File: config.mk
export PLATFORM = sky130hd
export DESIGN_NAME = interval_latency_stats_tracker_unit_flat
export DESIGN_NICKNAME = d
export VERILOG_FILES = /design/src/rtl/core/ilst_pkg.sv /design/src/rtl/core/ilst_if.sv /design/src/rtl/core/interval_latency_stats_tracker_unit.sv /design/src/flat_wrapper.sv
export SDC_FILE = /design/constraint.sdc
export NUM_CORES = 1
export LEC_CHECK = 0
export BUFFER_PORTS_ARGS = -buffer_cell sky130_fd_sc_hd__buf_2
export CAP_MARGIN = 20
export CORE_ASPECT_RATIO = 1.5
export CORE_MARGIN = 2
export CORE_UTILIZATION = 45
export DETAILED_ROUTE_END_ITERATION = 10
export PLACE_DENSITY_LB_ADDON = 0.3
export SLEW_MARGIN = 20
export SYNTH_ARGS = -nofsm -noshare
export SYNTH_HDL_FRONTEND = slang
export SYNTH_SLANG_ARGS = --single-unit
File: constraint.sdc
create_clock -name clock -period 17.1 [get_ports clock]
set_clock_uncertainty 0.1 [all_clocks]
set_input_delay 0.855 -clock clock [delete_from_list [all_inputs] [get_ports clock]]
set_output_delay 0.855 -clock clock [all_outputs]
set_load 0.01 [all_outputs]
File: src/rtl/core/ilst_pkg.sv
// ----------------------------------------------------------------------------
// ilst_pkg
// Shared widths, types and constants of the interval latency stats tracker.
// ----------------------------------------------------------------------------
`default_nettype none

package ilst_pkg;

   // field widths
   localparam int SEC_BITS       = 32;
   localparam int TOTAL_SEC_BITS = 40;
   localparam int NSEC_BITS      = 30;

   // wide enough to hold any seconds sum without wrapping
   localparam int WIDE_BITS =
      ((SEC_BITS > TOTAL_SEC_BITS) ? SEC_BITS : TOTAL_SEC_BITS) + 2;

   typedef logic [SEC_BITS-1:0]       sec_type;
   typedef logic [TOTAL_SEC_BITS-1:0] tot_sec_type;
   typedef logic [NSEC_BITS-1:0]      nsec_type;
   typedef logic [NSEC_BITS:0]        nsec_wide_type;
   typedef logic [WIDE_BITS-1:0]      wide_sec_type;
   typedef logic                      op_type;

   // nanosecond limits
   localparam nsec_type NS_PER_SEC = NSEC_BITS'(1000000000);
   localparam nsec_type NS_MAX     = NSEC_BITS'(999999999);

   // saturated value of the total seconds
   localparam tot_sec_type TOT_SEC_MAX = {TOTAL_SEC_BITS{1'b1}};

   // operation codes
   localparam op_type OP_INIT  = 1'b0;
   localparam op_type OP_ACCUM = 1'b1;

endpackage

`default_nettype wire

File: src/rtl/core/ilst_if.sv
// ----------------------------------------------------------------------------
// ilst_req_if / ilst_rsp_if
// Valid/ready channels for timestamp items and statistics results.
// ----------------------------------------------------------------------------
`default_nettype none

interface ilst_req_if;
   logic                 valid;
   logic                 ready;
   ilst_pkg::op_type     op;
   ilst_pkg::sec_type    start_sec;
   ilst_pkg::nsec_type   start_nsec;
   ilst_pkg::sec_type    end_sec;
   ilst_pkg::nsec_type   end_nsec;

   modport source (output valid, output op, output start_sec, output start_nsec,
                   output end_sec, output end_nsec, input ready);
   modport sink   (input valid, input op, input start_sec, input start_nsec,
                   input end_sec, input end_nsec, output ready);
endinterface

interface ilst_rsp_if;
   logic                  valid;
   logic                  ready;
   ilst_pkg::sec_type     delta_sec;
   ilst_pkg::nsec_type    delta_nsec;
   ilst_pkg::tot_sec_type total_sec;
   ilst_pkg::nsec_type    total_nsec;
   ilst_pkg::sec_type     min_sec;
   ilst_pkg::nsec_type    min_nsec;
   ilst_pkg::sec_type     max_sec;
   ilst_pkg::nsec_type    max_nsec;
   logic                  total_saturated;
   logic                  order_error;

   modport source (output valid, output delta_sec, output delta_nsec,
                   output total_sec, output total_nsec, output min_sec,
                   output min_nsec, output max_sec, output max_nsec,
                   output total_saturated, output order_error, input ready);
   modport sink   (input valid, input delta_sec, input delta_nsec,
                   input total_sec, input total_nsec, input min_sec,
                   input min_nsec, input max_sec, input max_nsec,
                   input total_saturated, input order_error, output ready);
endinterface

`default_nettype wire

File: src/rtl/core/interval_latency_stats_tracker_unit.sv
// ----------------------------------------------------------------------------
// interval_latency_stats_tracker_unit
// Forms the interval between two sec/nsec timestamps and keeps the running
// total, minimum and maximum interval.
// ----------------------------------------------------------------------------
//  channel    dir   contents
//  req_chan   in    op, start_sec, start_nsec, end_sec, end_nsec
//  rsp_chan   out   delta, total, min, max, total_saturated, order_error
//
//  Two register stages: input register, then the interval, accumulate and
//  min/max logic writing the statistics and the result register together.
//  One item per cycle sustained while the result side is ready; each item's
//  result is offered from the result register. The statistics registers
//  drive the result directly; they change only when the next result is loaded.
//  Each stage stalls only when it is full and the stage after it is held;
//  synchronous reset empties both stages and restores the statistics.
// ----------------------------------------------------------------------------
`default_nettype none

module interval_latency_stats_tracker_unit (
   input  wire logic  clock,
   input  wire logic  reset,
   ilst_req_if.sink   req_chan,
   ilst_rsp_if.source rsp_chan
);

   // clamp nanoseconds to the legal range
   function automatic ilst_pkg::nsec_type clamp_ns(input ilst_pkg::nsec_type v);
      clamp_ns = (v > ilst_pkg::NS_MAX) ? ilst_pkg::NS_MAX : v;
   endfunction

   // input stage
   logic                  in_valid_ff, in_valid_in;
   ilst_pkg::op_type      in_op_ff;
   ilst_pkg::sec_type     in_ss_ff, in_es_ff;
   ilst_pkg::nsec_type    in_sn_ff, in_en_ff;

   // result stage
   logic                  out_valid_ff, out_valid_in;
   ilst_pkg::sec_type     delta_sec_ff, delta_sec_in;
   ilst_pkg::nsec_type    delta_nsec_ff, delta_nsec_in;
   logic                  order_error_ff, order_error_in;

   // statistics
   ilst_pkg::tot_sec_type tot_sec_ff, tot_sec_in;
   ilst_pkg::nsec_type    tot_nsec_ff, tot_nsec_in;
   ilst_pkg::sec_type     min_sec_ff, min_sec_in;
   ilst_pkg::nsec_type    min_nsec_ff, min_nsec_in;
   ilst_pkg::sec_type     max_sec_ff, max_sec_in;
   ilst_pkg::nsec_type    max_nsec_ff, max_nsec_in;
   logic                  sat_ff, sat_in;

   logic                  out_ready;
   logic                  in_ready;
   logic                  req_take;
   logic                  advance;

   logic                  err;
   logic                  borrow;
   ilst_pkg::nsec_wide_type ns_sum;
   logic                  ns_carry;
   ilst_pkg::nsec_type    ns_acc;
   ilst_pkg::wide_sec_type sec_acc;
   logic                  acc_over;
   logic                  init_over;
   logic                  new_min;
   logic                  new_max;

   // handshake
   assign out_ready      = !out_valid_ff || rsp_chan.ready;
   assign in_ready       = !in_valid_ff || out_ready;
   assign req_chan.ready = in_ready;
   assign req_take       = req_chan.valid && in_ready;
   assign advance        = in_valid_ff && out_ready;
   assign in_valid_in    = req_take || (in_valid_ff && !out_ready);
   assign out_valid_in   = advance || (out_valid_ff && !rsp_chan.ready);

   // interval and order check
   always_comb begin
      err = (in_es_ff < in_ss_ff) || ((in_es_ff == in_ss_ff) && (in_en_ff < in_sn_ff));
      borrow = in_en_ff < in_sn_ff;
      if (err) begin
         delta_sec_in  = '0;
         delta_nsec_in = '0;
      end else if (borrow) begin
         delta_sec_in  = in_es_ff - in_ss_ff - ilst_pkg::sec_type'(1);
         delta_nsec_in = ilst_pkg::NS_PER_SEC + in_en_ff - in_sn_ff;
      end else begin
         delta_sec_in  = in_es_ff - in_ss_ff;
         delta_nsec_in = in_en_ff - in_sn_ff;
      end
      order_error_in = err;
   end

   // accumulate with nanosecond carry and saturation check
   always_comb begin
      ns_sum   = {1'b0, tot_nsec_ff} + {1'b0, delta_nsec_in};
      ns_carry = ns_sum >= {1'b0, ilst_pkg::NS_PER_SEC};
      ns_acc   = ns_carry ? ilst_pkg::nsec_type'(ns_sum - {1'b0, ilst_pkg::NS_PER_SEC})
                          : ilst_pkg::nsec_type'(ns_sum);
      sec_acc  = ilst_pkg::wide_sec_type'(tot_sec_ff)
               + ilst_pkg::wide_sec_type'(delta_sec_in)
               + ilst_pkg::wide_sec_type'(ns_carry);
      acc_over  = sec_acc > ilst_pkg::wide_sec_type'(ilst_pkg::TOT_SEC_MAX);
      init_over = ilst_pkg::wide_sec_type'(delta_sec_in)
                > ilst_pkg::wide_sec_type'(ilst_pkg::TOT_SEC_MAX);
      new_min = (delta_sec_in < min_sec_ff)
             || ((delta_sec_in == min_sec_ff) && (delta_nsec_in < min_nsec_ff));
      new_max = (max_sec_ff < delta_sec_in)
             || ((max_sec_ff == delta_sec_in) && (max_nsec_ff < delta_nsec_in));
   end

   // next statistics
   always_comb begin
      tot_sec_in  = tot_sec_ff;
      tot_nsec_in = tot_nsec_ff;
      min_sec_in  = min_sec_ff;
      min_nsec_in = min_nsec_ff;
      max_sec_in  = max_sec_ff;
      max_nsec_in = max_nsec_ff;
      sat_in      = sat_ff;
      if (!err) begin
         case (in_op_ff)
            ilst_pkg::OP_INIT: begin
               if (init_over) begin
                  tot_sec_in  = ilst_pkg::TOT_SEC_MAX;
                  tot_nsec_in = ilst_pkg::NS_MAX;
                  sat_in      = 1'b1;
               end else begin
                  tot_sec_in  = ilst_pkg::tot_sec_type'(delta_sec_in);
                  tot_nsec_in = delta_nsec_in;
                  sat_in      = 1'b0;
               end
               min_sec_in  = delta_sec_in;
               min_nsec_in = delta_nsec_in;
               max_sec_in  = delta_sec_in;
               max_nsec_in = delta_nsec_in;
            end
            ilst_pkg::OP_ACCUM: begin
               if (acc_over) begin
                  tot_sec_in  = ilst_pkg::TOT_SEC_MAX;
                  tot_nsec_in = ilst_pkg::NS_MAX;
                  sat_in      = 1'b1;
               end else begin
                  tot_sec_in  = ilst_pkg::tot_sec_type'(sec_acc);
                  tot_nsec_in = ns_acc;
               end
               if (new_min) begin
                  min_sec_in  = delta_sec_in;
                  min_nsec_in = delta_nsec_in;
               end
               if (new_max) begin
                  max_sec_in  = delta_sec_in;
                  max_nsec_in = delta_nsec_in;
               end
            end
            default: begin
               sat_in = sat_ff;
            end
         endcase
      end
   end

   // control and statistics registers
   always_ff @(posedge clock) begin
      if (reset) begin
         in_valid_ff  <= 1'b0;
         out_valid_ff <= 1'b0;
         tot_sec_ff   <= '0;
         tot_nsec_ff  <= '0;
         min_sec_ff   <= '1;
         min_nsec_ff  <= '1;
         max_sec_ff   <= '0;
         max_nsec_ff  <= '0;
         sat_ff       <= 1'b0;
      end else begin
         in_valid_ff  <= in_valid_in;
         out_valid_ff <= out_valid_in;
         if (advance) begin
            tot_sec_ff  <= tot_sec_in;
            tot_nsec_ff <= tot_nsec_in;
            min_sec_ff  <= min_sec_in;
            min_nsec_ff <= min_nsec_in;
            max_sec_ff  <= max_sec_in;
            max_nsec_ff <= max_nsec_in;
            sat_ff      <= sat_in;
         end
      end
   end

   // payload registers
   always_ff @(posedge clock) begin
      if (req_take) begin
         in_op_ff <= req_chan.op;
         in_ss_ff <= req_chan.start_sec;
         in_sn_ff <= clamp_ns(req_chan.start_nsec);
         in_es_ff <= req_chan.end_sec;
         in_en_ff <= clamp_ns(req_chan.end_nsec);
      end
      if (advance) begin
         delta_sec_ff   <= delta_sec_in;
         delta_nsec_ff  <= delta_nsec_in;
         order_error_ff <= order_error_in;
      end
   end

   // result channel
   assign rsp_chan.valid           = out_valid_ff;
   assign rsp_chan.delta_sec       = delta_sec_ff;
   assign rsp_chan.delta_nsec      = delta_nsec_ff;
   assign rsp_chan.total_sec       = tot_sec_ff;
   assign rsp_chan.total_nsec      = tot_nsec_ff;
   assign rsp_chan.min_sec         = min_sec_ff;
   assign rsp_chan.min_nsec        = min_nsec_ff;
   assign rsp_chan.max_sec         = max_sec_ff;
   assign rsp_chan.max_nsec        = max_nsec_ff;
   assign rsp_chan.total_saturated = sat_ff;
   assign rsp_chan.order_error     = order_error_ff;

endmodule

`default_nettype wire

File: src/flat_wrapper.sv
// flat-port wrapper written by rule: the top's interface ports become plain ports
module interval_latency_stats_tracker_unit_flat 
  (clock, reset, req_chan_valid, req_chan_op, req_chan_start_sec, req_chan_start_nsec, req_chan_end_sec, req_chan_end_nsec, req_chan_ready, rsp_chan_valid, rsp_chan_delta_sec, rsp_chan_delta_nsec, rsp_chan_total_sec, rsp_chan_total_nsec, rsp_chan_min_sec, rsp_chan_min_nsec, rsp_chan_max_sec, rsp_chan_max_nsec, rsp_chan_total_saturated, rsp_chan_order_error, rsp_chan_ready);
  ilst_req_if req_chan_i ();
  ilst_rsp_if rsp_chan_i ();
  input  wire logic clock;
  input  wire logic reset;
  input wire logic [$bits(req_chan_i.valid)-1:0] req_chan_valid;
  input wire logic [$bits(req_chan_i.op)-1:0] req_chan_op;
  input wire logic [$bits(req_chan_i.start_sec)-1:0] req_chan_start_sec;
  input wire logic [$bits(req_chan_i.start_nsec)-1:0] req_chan_start_nsec;
  input wire logic [$bits(req_chan_i.end_sec)-1:0] req_chan_end_sec;
  input wire logic [$bits(req_chan_i.end_nsec)-1:0] req_chan_end_nsec;
  output wire logic [$bits(req_chan_i.ready)-1:0] req_chan_ready;
  output wire logic [$bits(rsp_chan_i.valid)-1:0] rsp_chan_valid;
  output wire logic [$bits(rsp_chan_i.delta_sec)-1:0] rsp_chan_delta_sec;
  output wire logic [$bits(rsp_chan_i.delta_nsec)-1:0] rsp_chan_delta_nsec;
  output wire logic [$bits(rsp_chan_i.total_sec)-1:0] rsp_chan_total_sec;
  output wire logic [$bits(rsp_chan_i.total_nsec)-1:0] rsp_chan_total_nsec;
  output wire logic [$bits(rsp_chan_i.min_sec)-1:0] rsp_chan_min_sec;
  output wire logic [$bits(rsp_chan_i.min_nsec)-1:0] rsp_chan_min_nsec;
  output wire logic [$bits(rsp_chan_i.max_sec)-1:0] rsp_chan_max_sec;
  output wire logic [$bits(rsp_chan_i.max_nsec)-1:0] rsp_chan_max_nsec;
  output wire logic [$bits(rsp_chan_i.total_saturated)-1:0] rsp_chan_total_saturated;
  output wire logic [$bits(rsp_chan_i.order_error)-1:0] rsp_chan_order_error;
  input wire logic [$bits(rsp_chan_i.ready)-1:0] rsp_chan_ready;
  assign req_chan_i.valid = req_chan_valid;
  assign req_chan_i.op = req_chan_op;
  assign req_chan_i.start_sec = req_chan_start_sec;
  assign req_chan_i.start_nsec = req_chan_start_nsec;
  assign req_chan_i.end_sec = req_chan_end_sec;
  assign req_chan_i.end_nsec = req_chan_end_nsec;
  assign req_chan_ready = req_chan_i.ready;
  assign rsp_chan_valid = rsp_chan_i.valid;
  assign rsp_chan_delta_sec = rsp_chan_i.delta_sec;
  assign rsp_chan_delta_nsec = rsp_chan_i.delta_nsec;
  assign rsp_chan_total_sec = rsp_chan_i.total_sec;
  assign rsp_chan_total_nsec = rsp_chan_i.total_nsec;
  assign rsp_chan_min_sec = rsp_chan_i.min_sec;
  assign rsp_chan_min_nsec = rsp_chan_i.min_nsec;
  assign rsp_chan_max_sec = rsp_chan_i.max_sec;
  assign rsp_chan_max_nsec = rsp_chan_i.max_nsec;
  assign rsp_chan_total_saturated = rsp_chan_i.total_saturated;
  assign rsp_chan_order_error = rsp_chan_i.order_error;
  assign rsp_chan_i.ready = rsp_chan_ready;
  interval_latency_stats_tracker_unit u_core (.clock(clock), .reset(reset), .req_chan(req_chan_i), .rsp_chan(rsp_chan_i));
endmodule
==> results by group, run 1 <==
Yosys
  • Cells after Synth: about 3100
  • Netlist cell types: approximately 110
  • Synth Register Bits: 385
  • Top-area cell type share of the netlist area: approximately a fifth
  • Yosys top cell by area: edfxtp_1
  • Post-Synthesis Mean Instance Area: between 8 and 9 sq um
  • Number of enable flip-flop cells after synthesis: about 190
  • Syn_nets: roughly 3600
  • Post-synthesis sequential area ratio: roughly a third
  • Yosys Warn Count: 0
  • Post-synth ARST share: 0%
  • Top cells by area, synth: edfxtp_1, dfxtp_1, ha_1
  • Mapped Area: ~0.028 sq mm
  • Post-synth top flop: dfxtp_1

Timing
  • Slew Limit Fails: 0
  • Normalized max-slew margin: between 30 and 40%
  • Fmax: 86.2 MHz
  • Worst-margin pin slew: between 800 and 900 ps
  • Total negative slack: 0 ps
  • Number of setup violations in the final report: 0
  • Post-route clock period utilization: 67.8%
  • Tmin final: 11600 ps
  • Endpoints failing hold: 0
  • RSZ-0062 raised after global routing: false

Layout
  • Layout cells sized above 1: between 10% and 20%
  • Finished Layout Cells: around 4300
  • Area Overhead vs Synth: 14.8%
  • Final net count: ~4000
  • Multi-input gate area: 0.0169 sq mm
  • Register Area: around 0.0096 sq mm
  • Design Area, Final: 0.0321 sq mm
  • Fillers: ~5800

Setup path
  • Worst Setup End Kind: flop
  • CP Launch Type: flop
  • Critical-path top delay cell: o31ai_4
  • WS Path Type: reg -> reg
  • Critical path's largest stage delay: between 700 and 800 ps
  • CP Max Fanout: 42
  • Critical path arrival: between 10000 and 15000 ps
  • WP data required: ~17000 ps

CTS
  • Total setup buffers inserted after CTS: 0
  • Clk buf depth: 3
  • Num CTS Buffers: 40
  • Htree depth: 2
  • Hold buffers post-CTS: 0
  • PostCTS Resize Cnt: 0
  • Worst skew pair latency: 590 ps
  • Clk slew on worst S/H paths: roughly 60 ps
  • Sink Count: slightly below 400
  • CTS tree: done
  • Root buffer cell: clkbuf_16

Floorplan
  • Core Box Area: between 0.06 and 0.07 sq mm
  • Die height: 309 um
  • FP Rows: ~110
  • Total I/O pin count: a little under 400
  • Die ar.: 0.0642 sq mm
  • Initial Utilization: between 40% and 50%
  • Die width: 208 um

Routing
  • DRT Pass-1 Iters: 6
  • Wire per inst: ~20 um
  • # DRC: 0
  • ANT nets after route: 0
  • Via/cell ratio: about 5.6
  • DRT iter0 DRCs: between 1500 and 2000
  • DRT Wirelength: slightly below 90000 um
  • Vias: 24500

Global routing
  • First-pass GRT wire length: approximately 130000 um
  • Vias in the first global route: between 20000 and 25000
  • Grt total ovfl: 0
  • Largest net degree at the start of global routing: 70
  • All-layer global routing usage: about a quarter
  • Initial antenna violation count: 1

Place
  • Post-DP HPWL: 69000 um
  • Placement Cell Area: 0.0309 sq mm
  • GPL Wtd Cong: between 0.9 and 1
  • PortBufs: 388
  • DP Cell Count: about 4300

Job
  • Max Cap Viol: 0

Pwr
  • Peak supply drop: 0.0000759 V
  • Overall power: 2.81 mW
  • Power Dens Cells: approximately 88 mW/mm^2
  • Static Leak: ~15 nW

Worst hold path
  • Min-Delay Path Class: in -> reg

Outcome
  • Status: finished clean
[kinds of logic after synthesis]
group	synth area share [%]
adder cells (fa/ha/maj)	14.5
multiplexers	2.86
buffers and inverters	5.53
XOR/XNOR	6.28
flip-flops	34.3
AO/OA/AOI/OAI	18.0
AND/OR/NAND/NOR	18.6
[critical path, delay by kind of cell (launching register included)]
| family | cells | cell delay, ps |
|---|---|---|
| adder cells (fa/ha/maj) | 6 | 1500 |
| flip-flops | 1 | 350 |
| XOR/XNOR | 1 | 180 |
| AO/OA/AOI/OAI | 18 | 5470 |
| buffers and inverters | 7 | 1580 |
| AND/OR/NAND/NOR | 12 | 2240 |
[flip-flops by register name, indices dropped and copies added (netlist names)]
register                         count
u_core.in_en_ff                     30
u_core.in_es_ff                     32
u_core.in_op_ff                      1
u_core.in_sn_ff                     30
u_core.in_ss_ff                     32
u_core.in_valid_ff                   1
u_core.rsp_chan.delta_nsec          30
u_core.rsp_chan.delta_sec           32
u_core.rsp_chan.max_nsec            30
u_core.rsp_chan.max_sec             32
u_core.rsp_chan.min_nsec            30
u_core.rsp_chan.min_sec             32
u_core.rsp_chan.order_error          1
u_core.rsp_chan.total_nsec          30
u_core.rsp_chan.total_saturated      1
u_core.rsp_chan.total_sec           40
u_core.rsp_chan.valid                1
[power by group]
| group | switching, mW | internal, mW | leakage, nW |
|---|---|---|---|
| registers | 0.0301 | 1.03 | 3.41 |
| logic | 0.563 | 0.322 | 10.8 |
| clock network | 0.391 | 0.482 | 0.601 |
| total | 0.984 | 1.83 | 14.8 |
[metal layers]
layer	vias up	track usage, %	part of all wire, %
li1	12000	-	-
met1	11500	32.7	41
met2	753	45.9	48
met3	181	4.62	6.3
met4	0	12.2	4.7
met5	-	0	0
[Yosys cell counts (all sizes together), types with 47 or more instances]
library cell	instances
dfxtp	197
xor2	86
xnor2	112
nor3	72
nand2b	80
clkbuf	71
nand3	81
nor2	253
ha	288
mux2i	75
nand2	283
nor2b	56
and2	47
o21ai	144
a21o	60
a21oi	194
edfxtp	188
nand4	48
inv	277
o211ai	75
[area by class of cell]
cell class	count	share of cell area, %
Multi-Input combinational cell	2375	52.6
Sequential cell	385	29.9
Timing Repair Buffer	438	7.22
Clock buffer	53	3.40
Inverter	278	3.25
Tap cell	798	3.11
Clock inverter	19	0.514
Antenna cell	1	0.00779
[metrics by stage]
stage | setup slack (ps) | utilization (%) | hold slack (ps)
detailed placement | 5530 | 49.9 | 356
global placement | 5740 | 49.9 | 349
CTS | 5470 | 52.0 | 308
global route | 4480 | 52.0 | 320
floorplan | 8080 | - | 378
finish | 5500 | 52.0 | 345
[cells in the final DEF (no fill, tap or decap), types with 21 or more instances in the layout]
master     instances
dfxtp_1          197
nor3_1            72
o21a_1            35
o221ai_2          24
mux2i_1           74
ha_1             288
o21ai_1           27
edfxtp_1         188
xnor2_1          112
o21ai_0          117
nand2_1          283
clkbuf_16         41
a31oi_1           29
and2_1            45
inv_1            276
fa_1              21
or2_2             35
xor2_1            86
nor2_1           248
a21o_1            60
a21oi_1          193
nor2b_1           54
nand2b_1          80
nand3_1           81
o211ai_1          74
nand4_1           48
buf_4             51
buf_2            387
[worst paths after layout]
path / from / endpoint / slack (ps) / cells after the start
max: u_core.in_en_ff[0] / u_core.rsp_chan.total_nsec[26] / 5500 / 44
min: req_chan_start_sec[15] / u_core.in_ss_ff[15] / 350 / 1
max reg2reg: u_core.in_en_ff[0] / u_core.rsp_chan.total_nsec[26] / 5500 / 44
min reg2reg: u_core.rsp_chan.total_sec[19] / u_core.rsp_chan.total_sec[19] / 370 / 2
(Power assumes the default switching activity.)
==> run 2: changes to the inputs <==
--- a/config.mk
+++ b/config.mk
@@ -5,6 +5,7 @@
 export SDC_FILE = /design/constraint.sdc
 export NUM_CORES = 1
 export LEC_CHECK = 0
+export ABC_AREA = 1
 export BUFFER_PORTS_ARGS = -buffer_cell sky130_fd_sc_hd__buf_2
 export CAP_MARGIN = 20
 export CORE_ASPECT_RATIO = 1.5
==> constraint.sdc (replaced) <==
create_clock -name clock -period 9.5 [get_ports clock]
set_clock_uncertainty 0.1 [all_clocks]
set_input_delay 0.475 -clock clock [delete_from_list [all_inputs] [get_ports clock]]
set_output_delay 0.475 -clock clock [all_outputs]
set_load 0.01 [all_outputs]
==> run 2 against run 1 <==
Utilization rose by 2.0 points; die area rose by 4.3%; count of clock-buffer cells in the layout fell by 4; register-to-register slack got worse by 4800 ps; sequential power rose by 84%; via count rose by 14%; worst setup slack got worse by 4800 ps; largest power group unchanged; largest cell class unchanged; hold slack got worse by 290 ps; critical path depth rose by 5; sequential share of layout area fell by 2.2 points.
==> results by group, run 2 <==
Timing
  • Post-route clock period utilization: 92.2% (+24 points)
  • Tmin final: 8760 ps (-2840 ps)
  • Fmax: 114 MHz (+32%)
  • Endpoints failing hold: 0 (unchanged)
  • Slew Limit Fails: 0 (unchanged)
  • Number of setup violations in the final report: 0 (unchanged)
  • Normalized max-slew margin: 23.6% (-16 points)
  • Worst-margin pin slew: 1150 ps (+253 ps)

Worst hold path
  • Min-Delay Path Class: in -> reg

Routing
  • DRT Wirelength: 96400 um (+9.1%)
  • Vias: 27800 (+14%)
  • # DRC: 0 (unchanged)
  • Via/cell ratio: 5.21 (-7.4%)
  • ANT nets after route: 0 (unchanged)
  • DRT Pass-1 Iters: 6 (unchanged)
  • DRT iter0 DRCs: 1940 (+24%)
  • Wire per inst: 18.1 um (-11%)

Layout
  • Fillers: 6237 (+6.8%)
  • Final net count: 4868 (+23%)
  • Commonest non-fill, non-tap cell in the layout: nand2_1
  • Multi-input gate area: 0.0168 sq mm (-0.49%)
  • Diodes inserted: 0 (-1)
  • Number of flip-flops in the largest register: 40 (unchanged)
  • Design Area, Final: 0.0347 sq mm (+8.1%)
  • Most frequent cells in the layout: nand2_1, inv_1, buf_2
  • Area Overhead vs Synth: 18.9%
  • Register Area: 0.00959 sq mm (unchanged)
  • Layout cells sized above 1: 15.6% (-1.2 points)

Place
  • PortBufs: 388 (unchanged)
  • Placement Cell Area: 0.0324 sq mm (+4.9%)
  • Post-DP HPWL: 77000 um (+12%)
  • GPL Wtd Cong: 0.966 (+1.9%)

Yosys
  • Yosys top cell by area: edfxtp_1
  • Top cells by area, synth: edfxtp_1, dfxtp_1, ha_1
  • Netlist cell types: 67 (-36%)
  • Mapped Area: 0.0292 sq mm (+4.4%)
  • Post-synthesis sequential area ratio: 32.8% (-1.4 points)
  • Top-area cell type share of the netlist area: 19.3% (-0.85 points)
  • Syn_nets: 4395 (+23%)
  • Post-synth top flop: dfxtp_1
  • Yosys Warn Count: 0 (unchanged)
  • Most instantiated library cell after synthesis: nand2_1
  • Cells after Synth: 3957 (+26%)
  • Number of enable flip-flop cells after synthesis: 188 (unchanged)
  • Synth Register Bits: 385 (unchanged)
  • Post-Synthesis Mean Instance Area: 7.38 sq um (-17%)
  • Post-synth ARST share: 0% (unchanged)
  • Top cells by count, synth: nand2_1, inv_1, a21oi_1

CTS
  • Htree depth: 2 (unchanged)
  • CTS tree: done
  • Clk slew on worst S/H paths: 70 ps (about the same)
  • Worst skew pair latency: 620 ps (+30 ps)
  • Root buffer cell: clkbuf_16
  • Num CTS Buffers: 41 (+2.5%)
  • Clk buf depth: 3 (unchanged)
  • Sink Count: 385 (unchanged)

Global routing
  • Initial antenna violation count: 0 (-1)
  • Largest net degree at the start of global routing: 125 (+79%)
  • Grt total ovfl: 0 (unchanged)
  • All-layer global routing usage: 28.3% (+1.5 points)
  • First-pass GRT wire length: 146000 um (+8.5%)
  • Vias in the first global route: 26400 (+12%)

Floorplan
  • Die ar.: 0.0670 sq mm (+4.3%)
  • FP Rows: 114 (+1.8%)
  • Initial Utilization: 45.4% (+0.12 points)
  • Core Box Area: 0.0643 sq mm (+4.1%)
  • Total I/O pin count: 389 (unchanged)
  • Die width: 212 um (+2.1%)
  • Die height: 316 um (+2.1%)

Pwr
  • P_sw: 2.09 mW (+110%)
  • Register share of total power: 34.3% (-3.3 points)
  • Comb pwr share: 34.1% (+2.7 points)
  • Sw Ratio: 36.7% (+1.8 points)
  • Peak supply drop: 0.000147 V (+94%)
  • Power Dens Cells: 164 mW/mm^2 (+87%)
  • Overall power: 5.69 mW (+100%)
  • Int Pwr: 3.60 mW (+97%)
  • Static Leak: 17.6 nW (+18%)
  • Clock Power Share: 31.6% (+0.6 points)

Outcome
  • Status: finished clean

Setup path
  • Critical path's largest stage delay: 450 ps (-310 ps)
  • Critical path arrival: 9110 ps (-2860 ps)
  • WS Path Type: reg -> reg
  • Most used cell, CP: nand3_1
  • CP Launch Type: flop
  • CP Max Fanout: 5 (-88%)
  • WP data required: 9850 ps (-7620 ps)
  • Worst Setup End Kind: flop
  • Critical-path top delay cell: o21ai_0

Job
  • Max Cap Viol: 0 (unchanged)
run 2: worst paths after layout:
check	to	slack [ps]	cells past startpoint	startpoint
min	u_core.in_sn_ff[15]	50	3	req_chan_start_nsec[15]
max reg2reg	u_core.rsp_chan.total_sec[39]	740	49	u_core.in_sn_ff[4]
max	u_core.rsp_chan.total_sec[39]	740	49	u_core.in_sn_ff[4]
min reg2reg	u_core.rsp_chan.valid	370	2	u_core.in_valid_ff
run 2: cells by family (layout without fill, tap and decap cells):
| group | count (synthesis) | after routing | share of synthesized area (%) |
|---|---|---|---|
| flip-flops | 385 | 385 | 32.8 |
| AND/OR/NAND/NOR | 1600 | 1600 | 24.4 |
| adder cells (fa/ha/maj) | 309 | 309 | 13.8 |
| buffers and inverters | 757 | 1263 | 9.92 |
| AO/OA/AOI/OAI | 760 | 760 | 14.6 |
| XOR/XNOR | 142 | 142 | 4.35 |
| multiplexers | 4 | 4 | 0.137 |
run 2: critical path: cells and delay by family (launching register included):
kind	cells	cell delay (ps)
xor+xnor	1	200
fa+ha+maj	4	1100
compound gates	9	2000
simple gates	27	3830
flops	1	420
buf+inv	8	910
run 2: area by class of cell:
class / instances / share of cell area [%]
sequential: 385 / 27.6
clock inverter: 27 / 1.17
tap: 870 / 3.14
multi-input combinational: 2815 / 48.5
inverter: 654 / 7.08
clock buffer: 49 / 3.10
timing repair buffer: 533 / 9.44
run 2: repair_timing:
| action | in CTS | in global routing |
|---|---|---|
| endpoints found under the hold margin | 72 | 0 |
| hold buffers | 72 | 0 |
| gates resized for setup | 0 | 31 |
| setup buffers | 0 | 9 |
| setup endpoints to repair | 0 | 71 |
run 2: power by group through the flow:
| stage | combinational (mW) | sequential, mW | clock [mW] |
|---|---|---|---|
| after floorplan | 1.23 | 2.00 | 0 |
| after global placement | 1.85 | 1.98 | 0 |
| after detailed placement | 1.87 | 1.98 | 0 |
| after CTS | 1.90 | 1.95 | 1.83 |
| after global routing | 2.16 | 1.96 | 1.88 |
| final | 1.94 | 1.95 | 1.80 |
run 2: stage by stage:
stage | instances | hold slack, ps | TNS [ps] | worst slack, ps | utilization [%]
floorplan | 3957 | 343 | 0 | 1190 | -
detailed placement | 5176 | 360 | 0 | 248 | 50.3
finish | 5333 | 54.2 | 0 | 742 | 54.0
global route | 5333 | 45.5 | -188 | -37.7 | 54.0
global placement | 5176 | 350 | 0 | 391 | 50.3
CTS | 5324 | 13.4 | 0 | 191 | 53.7
run 2: routing by layer:
layer | vias up | wire length, um | GRT usage [%]
li1 | 14000 | - | -
met1 | 12700 | 39500 | 34.2
met2 | 845 | 45400 | 47.9
met3 | 219 | 5850 | 4.81
met4 | 0 | 5580 | 15.1
met5 | - | 0 | 0
